--- src/rtl/core/rocac_pkg.sv ---
// ----------------------------------------------------------------------------
// Rectangle overlay area counter package
// Command and status codes, field widths and the structs that pass between
// the cell store, the area store and the controller.
// ----------------------------------------------------------------------------
package rocac_pkg;

  localparam int CMD_W      = 2;
  localparam int COORD_W    = 8;
  localparam int SPAN_W     = 9;
  localparam int STAT_W     = 2;
  localparam int ID_W       = 7;
  localparam int AREA_OUT_W = 17;

  localparam logic [CMD_W-1:0] CMD_PAINT  = 2'd0;
  localparam logic [CMD_W-1:0] CMD_REPORT = 2'd1;
  localparam logic [CMD_W-1:0] CMD_CLEAR  = 2'd2;

  localparam logic [STAT_W-1:0] STAT_OK      = 2'd0;
  localparam logic [STAT_W-1:0] STAT_LIMIT   = 2'd1;
  localparam logic [STAT_W-1:0] STAT_EMPTY   = 2'd2;
  localparam logic [STAT_W-1:0] STAT_CLEARED = 2'd3;

  typedef struct packed {
    logic               paint;
    logic               clear;
    logic [COORD_W-1:0] top_row;
    logic [COORD_W-1:0] left_col;
    logic [SPAN_W-1:0]  span_rows;
    logic [SPAN_W-1:0]  span_cols;
    logic [ID_W-1:0]    id;
  } grid_cmd_t;

  typedef struct packed {
    logic            active;
    logic            beat_valid;
    logic [ID_W-1:0] old_owner;
  } grid_stat_t;

  typedef struct packed {
    logic            clear;
    logic            paint_start;
    logic            commit;
    logic            report_rd;
    logic [ID_W-1:0] id;
  } area_cmd_t;

  typedef struct packed {
    logic                  busy;
    logic [AREA_OUT_W-1:0] rd_area;
    logic [AREA_OUT_W-1:0] new_area;
  } area_stat_t;

endpackage

--- src/rtl/core/rocac_area.sv ---
// ----------------------------------------------------------------------------
// Sheet area store
// Holds the visible-area counter of every sheet, decrements the counter of
// each overwritten owner with one-deep forwarding, and serves report reads.
// ----------------------------------------------------------------------------
module rocac_area #(
  parameter int GRID_SIDE  = 256,
  parameter int MAX_SHEETS = 64
) (
  input  logic                  clk,
  input  logic                  rst,
  input  rocac_pkg::area_cmd_t  cmd,
  input  rocac_pkg::grid_stat_t beat,
  output rocac_pkg::area_stat_t stat
);

  localparam int AREA_W = $clog2(GRID_SIDE * GRID_SIDE + 1);
  localparam int AIDX_W = $clog2(MAX_SHEETS + 1);
  localparam logic [AIDX_W-1:0] LAST_IDX = AIDX_W'(MAX_SHEETS);

  logic [AREA_W-1:0] area_mem [MAX_SHEETS + 1];
  logic [AREA_W-1:0] area_rdata;

  logic              sweeping;
  logic [AIDX_W-1:0] sweep_idx;
  logic              c_valid;
  logic [AIDX_W-1:0] c_owner;
  logic              w_valid;
  logic [AIDX_W-1:0] w_owner;
  logic [AREA_W-1:0] w_data;
  logic [AREA_W-1:0] count;

  logic [AIDX_W-1:0] raddr;
  logic [AREA_W-1:0] cur_val;
  logic              dec_we;
  logic              mem_we;
  logic [AIDX_W-1:0] mem_waddr;
  logic [AREA_W-1:0] mem_wdata;

  assign raddr   = cmd.report_rd ? cmd.id[AIDX_W-1:0] : beat.old_owner[AIDX_W-1:0];
  assign cur_val = (w_valid && w_owner == c_owner) ? w_data : area_rdata;
  assign dec_we  = c_valid && (cur_val != '0);

  always_comb begin
    mem_we    = 1'b0;
    mem_waddr = c_owner;
    mem_wdata = cur_val - AREA_W'(1);
    if (sweeping) begin
      mem_we    = 1'b1;
      mem_waddr = sweep_idx;
      mem_wdata = '0;
    end else if (cmd.commit) begin
      mem_we    = 1'b1;
      mem_waddr = cmd.id[AIDX_W-1:0];
      mem_wdata = count;
    end else if (dec_we) begin
      mem_we = 1'b1;
    end
  end

  always_ff @(posedge clk) begin
    if (mem_we) begin
      area_mem[mem_waddr] <= mem_wdata;
    end
    area_rdata <= area_mem[raddr];
  end

  always_ff @(posedge clk) begin
    if (rst) begin
      sweeping  <= 1'b1;
      sweep_idx <= '0;
      c_valid   <= 1'b0;
      w_valid   <= 1'b0;
    end else begin
      if (cmd.clear) begin
        sweeping  <= 1'b1;
        sweep_idx <= '0;
      end else if (sweeping) begin
        sweep_idx <= sweep_idx + AIDX_W'(1);
        if (sweep_idx == LAST_IDX) begin
          sweeping <= 1'b0;
        end
      end
      c_valid <= beat.beat_valid && (beat.old_owner != '0);
      c_owner <= beat.old_owner[AIDX_W-1:0];
      w_valid <= dec_we;
      w_owner <= c_owner;
      w_data  <= cur_val - AREA_W'(1);
      if (cmd.paint_start) begin
        count <= '0;
      end else if (beat.beat_valid) begin
        count <= count + AREA_W'(1);
      end
    end
  end

  assign stat.busy     = sweeping || c_valid;
  assign stat.rd_area  = rocac_pkg::AREA_OUT_W'(area_rdata);
  assign stat.new_area = rocac_pkg::AREA_OUT_W'(count);

endmodule

--- config.mk ---
export PLATFORM = sky130hd
export DESIGN_NAME = rocac_area
export DESIGN_NICKNAME = d
export VERILOG_FILES = /design/src/rtl/core/rocac_pkg.sv /design/src/rtl/core/rocac_area.sv
export SDC_FILE = /design/constraint.sdc
export NUM_CORES = 2
export LEC_CHECK = 0
export BUFFER_PORTS_ARGS = -buffer_cell sky130_fd_sc_hd__buf_2
export CORE_MARGIN = 5
export CORE_UTILIZATION = 60
export CTS_BUF_LIST = sky130_fd_sc_hd__clkbuf_4 sky130_fd_sc_hd__clkbuf_8
export DETAILED_ROUTE_END_ITERATION = 8
export PLACE_DENSITY = 0.76
export SETUP_SLACK_MARGIN = 0.1
export SLEW_MARGIN = 10
export SYNTH_ARGS = -nofsm -noshare
export SYNTH_HDL_FRONTEND = slang
export SYNTH_SLANG_ARGS = --single-unit
export TNS_END_PERCENT = 30
--- constraint.sdc ---
create_clock -name clk -period 15.7 [get_ports clk]
set_clock_uncertainty 0.05 [all_clocks]
set_input_delay 1.57 -clock clk [delete_from_list [all_inputs] [get_ports clk]]
set_output_delay 1.57 -clock clk [all_outputs]
set_load 0.01 [all_outputs]
# Word level (Yosys, flattened, before mapping)

Memory sizes are Yosys's and may differ from the RTL's. A register that Yosys moved wholly into a read port is not among the register bits.
Index checks and enable logic that the tools add are counted.

Bits in latches: 0
Input port bits: 22
ROM bits: 0
Bits in registers: 58
RAM bits: 1,105
Memories: 1
Logic and storage cells: 38
Output and inout bits: 35

Bitwise logic cells: 1
Reduce and logical (&&, ||, !) cells: 9
Multipliers: 0
Muxes and demuxes: 14
Equal/unequal tests: 2
Div/mod/pow operators: 0
Shift operators: 0
Order comparisons: 0
Add/subtract/negate cells: 3

Memory list:

| name     | depth | width | rd ports | clocked after memory_dff | write ports | line             | source |
|---|---|---|---|---|---|---|---|
| area_mem | 65    | 17    | 1        | 1                        | 1           | rocac_area.sv:21 | `logic [AREA_W-1:0] area_mem [MAX_SHEETS + 1];` |

Operators with widths:

| kind                                                                  | count |
|---|---|
| 17-bit two-way mux                                                    | 4 |
| 7-bit two-way mux                                                     | 3 |
| 17-bit by 1-bit adder with 17-bit output (second input constant)      | 1 |
| 17-bit nonzero test                                                   | 1 |
| 17-bit by 1-bit subtractor with 17-bit output (second input constant) | 1 |
| 7-bit by 1-bit adder with 7-bit output (second input constant)        | 1 |
| 7-bit equality test                                                   | 1 |
| 7-bit equality test (second input constant)                           | 1 |
| 1-bit two-way mux                                                     | 7 |
| 7-bit nonzero test                                                    | 1 |
| 1-bit logical AND                                                     | 3 |
| 2-bit AND reduction                                                   | 1 |
| 2-bit nonzero test                                                    | 1 |
| 2-bit OR reduction                                                    | 1 |
| 1-bit logical OR                                                      | 1 |
| 1-bit NOT                                                             | 1 |

# Longest topological paths before layout

Depth after elaboration: 10
Gate-level depth with buffers: 12
Mapped depth without buffers: 10

# Worst setup path before layout

No wires, ideal clock.

Kind: in2reg
From: input port cmd[8] (netlist bit)
To: memory area_mem[0][15] (netlist bit) (data pin)
Required time: 14.913 ns
Data arrival time: 5.027 ns
Buffers on the path: 2
Library setup time: 0.737 ns
Setup slack: 9.886 ns
Stages: 4
Path through: clkbuf_1 buf_2 or2_2 o32ai_1

Cells in the longest elaborated chain, start to end: 2

Ends and longest elaborated chain:

| what                    | line             | source |
|---|---|---|
| from (decl)             | rocac_area.sv:12 | `input rocac_pkg::area_cmd_t cmd,` |
| 17-bit two-way mux      | rocac_area.sv:52 | `end else if (cmd.commit) begin` |
| 17-bit two-way mux      | rocac_area.sv:48 | `if (sweeping) begin` |
| named net mem_wdata[15] | rocac_area.sv:38 | `logic [AREA_W-1:0] mem_wdata;` |
| to (decl)               | rocac_area.sv:21 |  |

The timed path passes the listed nets, and every way through them passes these cells.

# Final worst setup path

From: input port cmd[7] (netlist bit)
To: register area_rdata[8], read port of area_mem

Cells in the longest elaborated chain, start to end: 1

Ends and longest elaborated chain:

| what              | line             | source |
|---|---|---|
| 7-bit two-way mux | rocac_area.sv:40 | `assign raddr = cmd.report_rd ? cmd.id[AIDX_W-1:0] : beat.old_owner[AIDX_W-1:0];` |
| to (decl)         | rocac_area.sv:22 | `logic [AREA_W-1:0] area_rdata;` |

Every way passes these cells.
A chain may end at the register's enable or synchronous reset.

==> out/metrics.csv <==
stage,metric,value,unit
detailed_routing,wl_met1,45.9,mm
critical_path,arrival,6.58,ns
clock_tree,cts_tree,built,
sta,worst_pin_slew,1.30,ns
floorplanning,initial_core_util,60.7,%
floorplanning,rows,102,
flow_run,cap_violations,0,
logic_synthesis,synth_nets,3609,
hold_path,hp-start,c_owner[3],
critical_path,path_max_fanout,60,
placement,gp_congestion,0.924,
final_layout,area_delta_synth_final,11.0,%
clock_tree,clock_sinks,1180,
final_layout,drive_above_1_share,13.3,%
logic_synthesis,synthCells,3582,
floorplanning,die_w,290,um
clock_tree,postCtsSetupRepairBufs,0,
clock_tree,ctsHoldBuffers,0,
clock_tree,cts_buffers,179,
critical_path,worst_setup_path_end_kind,flop,
logic_synthesis,synth_area,0.0471,mm2
sta,period_share,38.2,%
power,power_density,121,mW/mm2
logic_synthesis,async_flop_share,0,%
detailed_routing,dr_wl_met2,55.1,mm
critical_path,start_kind,primary input,
hold_path,hp-class,reg2reg,
detailed_routing,wl_per_cell,24.2,um
logic_synthesis,ys.flop_type,edfxtp_1,
global_route,antenna_found_initial,1,
sta,final.setup.tns,0,ns
final_layout,nNetsFinal,3708,
floorplanning,ios,57,
logic_synthesis,avgSynthCellArea,13.1,um2
sta,slew_viol_final,0,
logic_synthesis,ys_seq_area_share,74.7,%
critical_path,max_stage_delay,0.97,ns
sta,finalHoldViolations,0,
final_layout,layout_common_cells,"edfxtp_1 (1153), nand2_1 (978), a21oi_1 (538), clkbuf_8 (185), nor4_1 (145)",
global_route,grt_overflow,0,
critical_path,slowest_stage,a21oi_4,
clock_tree,cts_resized,0,
outcome,status,finished with violations,
floorplanning,die_height,290,um
outcome,failed_checks,design-rule violations,
hold_path,holdPathEnd,w_owner[3],
detailed_routing,top_layer,met4,
critical_path,timing.rr.end,area_mem[40][12],
logic_synthesis,ys_ff_latch,1180,
detailed_routing,final_antenna_net_count,0,
logic_synthesis,synthTopCellsByArea,"edfxtp_1 (74%), nand2_1 (7.8%), a21oi_1 (5.7%)",
global_route,grt_max_degree,165,
clock_tree,clk_pin_slew,0.06,ns
clock_tree,clockBufferDepth,3,
logic_synthesis,synth_edf_count,1153,
logic_synthesis,synth_cell_types,59,
floorplanning,core,0.0776,mm2
power,power_leakage,18.2,nW
hold_path,hold_depth,0,
logic_synthesis,synth_top_area_share,73.6,%
power,power,6.32,mW
detailed_routing,drc,4,
clock_tree,cts_root_buffer,clkbuf_8,
clock_tree,htree_levels,4,
power,vdd_drop_max,0.0000957,V
placement,place_hpwl,63.5,mm
critical_path,required,16.28,ns
detailed_routing,totalWireLength,118,mm
sta,relSlewSlack,13.3,%
floorplanning,die-area,0.0841,mm2
sta,setup_viol,0,
detailed_routing,routed_via_density,6.21,
logic_synthesis,synth_warnings,0,
global_route,grt_pass1_wl,177,mm
critical_path,critPathKind,in2reg,
critical_path,crit_chain,"buf_2, nor3_1, a21oi_4, buf_4, buf_4, a21oi_1, nor4_1, nand2_1, a32oi_1, o21ai_1",
global_route,grt_pass1_vias,29539,
critical_path,critical_path.most_common_cell,buf_4,
clock_tree,insertion_delay,0.84,ns
placement,numPortBuffers,55,
final_layout,final_common_cell,edfxtp_1,
sta,max_freq,167,MHz
detailed_routing,drtPass1Iterations,9,
detailed_routing,route.met3.wl,13.0,mm
detailed_routing,dr_total_vias,30267,
sta,rsz0062_at_grt,false,
logic_synthesis,yosysTopAreaCell,edfxtp_1,
critical_path,r2r_start,c_owner[0],
critical_path,reg2regPathDepth,11,
sta,layout_min_cycle_time,6.00,ns
critical_path,r2r_slack,11.16,ns
global_route,grt_usage,27.4,%
detailed_routing,drtIter0Drc,3585,
cells in the mapped netlist, types with 8 or more instances:
master / number
a211oi_1: 19
a21oi_1: 539
a32oi_1: 19
buf_1: 13
buf_2: 81
buf_4: 8
clkbuf_1: 108
dfxtp_1: 27
edfxtp_1: 1153
inv_1: 10
mux2i_1: 119
nand2_1: 978
nand3_1: 10
nand4_1: 12
nor2_1: 128
nor4_1: 145
o21ai_0: 30
o21ai_1: 17
o22ai_1: 35
xnor2_1: 23
xor2_1: 17
per-layer routing:
layer	vias to the layer above	track usage, %
met5	-	0
met4	0	9.94
met3	265	6.15
met2	1826	42.7
met1	14793	38.6
li1	13383	-
kinds of logic (layout without fill, tap and decap cells):
logic type | Yosys count | in the layout | synth area share [%]
mux | 124 | 124 | 2.66
fa+ha+maj | 5 | 5 | 0.133
xor+xnor | 40 | 40 | 0.744
simple gates | 1329 | 1329 | 11.8
compound gates | 684 | 684 | 7.87
other cells | 0 | 3 | 0
buf+inv | 220 | 469 | 2.03
flops | 1180 | 1180 | 74.7
critical path, delay by kind of cell:
| kind | cells | cell delay [ns] |
|---|---|---|
| compound gates | 4 | 1.89 |
| buf+inv | 3 | 2.01 |
| simple gates | 3 | 1.07 |
flip-flops by register name (all words and copies together), names as in the netlist, 7 cells and up:
| register | count |
|---|---|
| w_data | 17 |
| count | 17 |
| area_mem | 1105 |
| c_owner | 7 |
| area_rdata | 17 |
| w_owner | 7 |
| sweep_idx | 7 |
report_power, final:
group | switching [mW] | total, mW | internal, mW
Combinational | 0.259 | 0.355 | 0.0961
Clock | 1.17 | 2.50 | 1.33
Sequential | 0.0273 | 3.46 | 3.43
stage by stage:
stage	hold WS, ns	util [%]	cell area (um2)	worst slack, ns	std cells
finish	0.459	67.3	52200	9.70	4874
global route	0.484	67.3	52200	9.58	4873
CTS	0.456	67.3	52200	9.95	4870
detailed placement	0.447	62.7	48600	9.07	4539
global placement	0.442	62.7	48600	9.07	4539
floorplan	0.385	-	47100	9.89	3582
cell type report:
| class | instances | area, um2 |
|---|---|---|
| Timing Repair Buffer | 128 | 881 |
| Clock inverter | 77 | 504 |
| Inverter | 10 | 37.5 |
| Tap cell | 1040 | 1300 |
| Fill cell | 5200 | 25400 |
| Multi-Input combinational cell | 2182 | 11300 |
| Sequential cell | 1180 | 35200 |
| Clock buffer | 254 | 3060 |
| Antenna cell | 3 | 7.51 |
how the worst max path moves through the flow:
stage / startpoint / endpoint / slack [ns] / cells past startpoint
finish: cmd[7] / area_rdata[8] / 9.70 / 10
global route: cmd[7] / area_rdata[11] / 9.58 / 11
CTS: cmd[7] / area_rdata[3] / 9.95 / 11
detailed placement: cmd[7] / area_rdata[3] / 9.07 / 11
global placement: cmd[7] / area_rdata[11] / 9.07 / 11
floorplan: cmd[8] / area_mem[0][15] / 9.89 / 4
(Power assumes the default switching activity.)
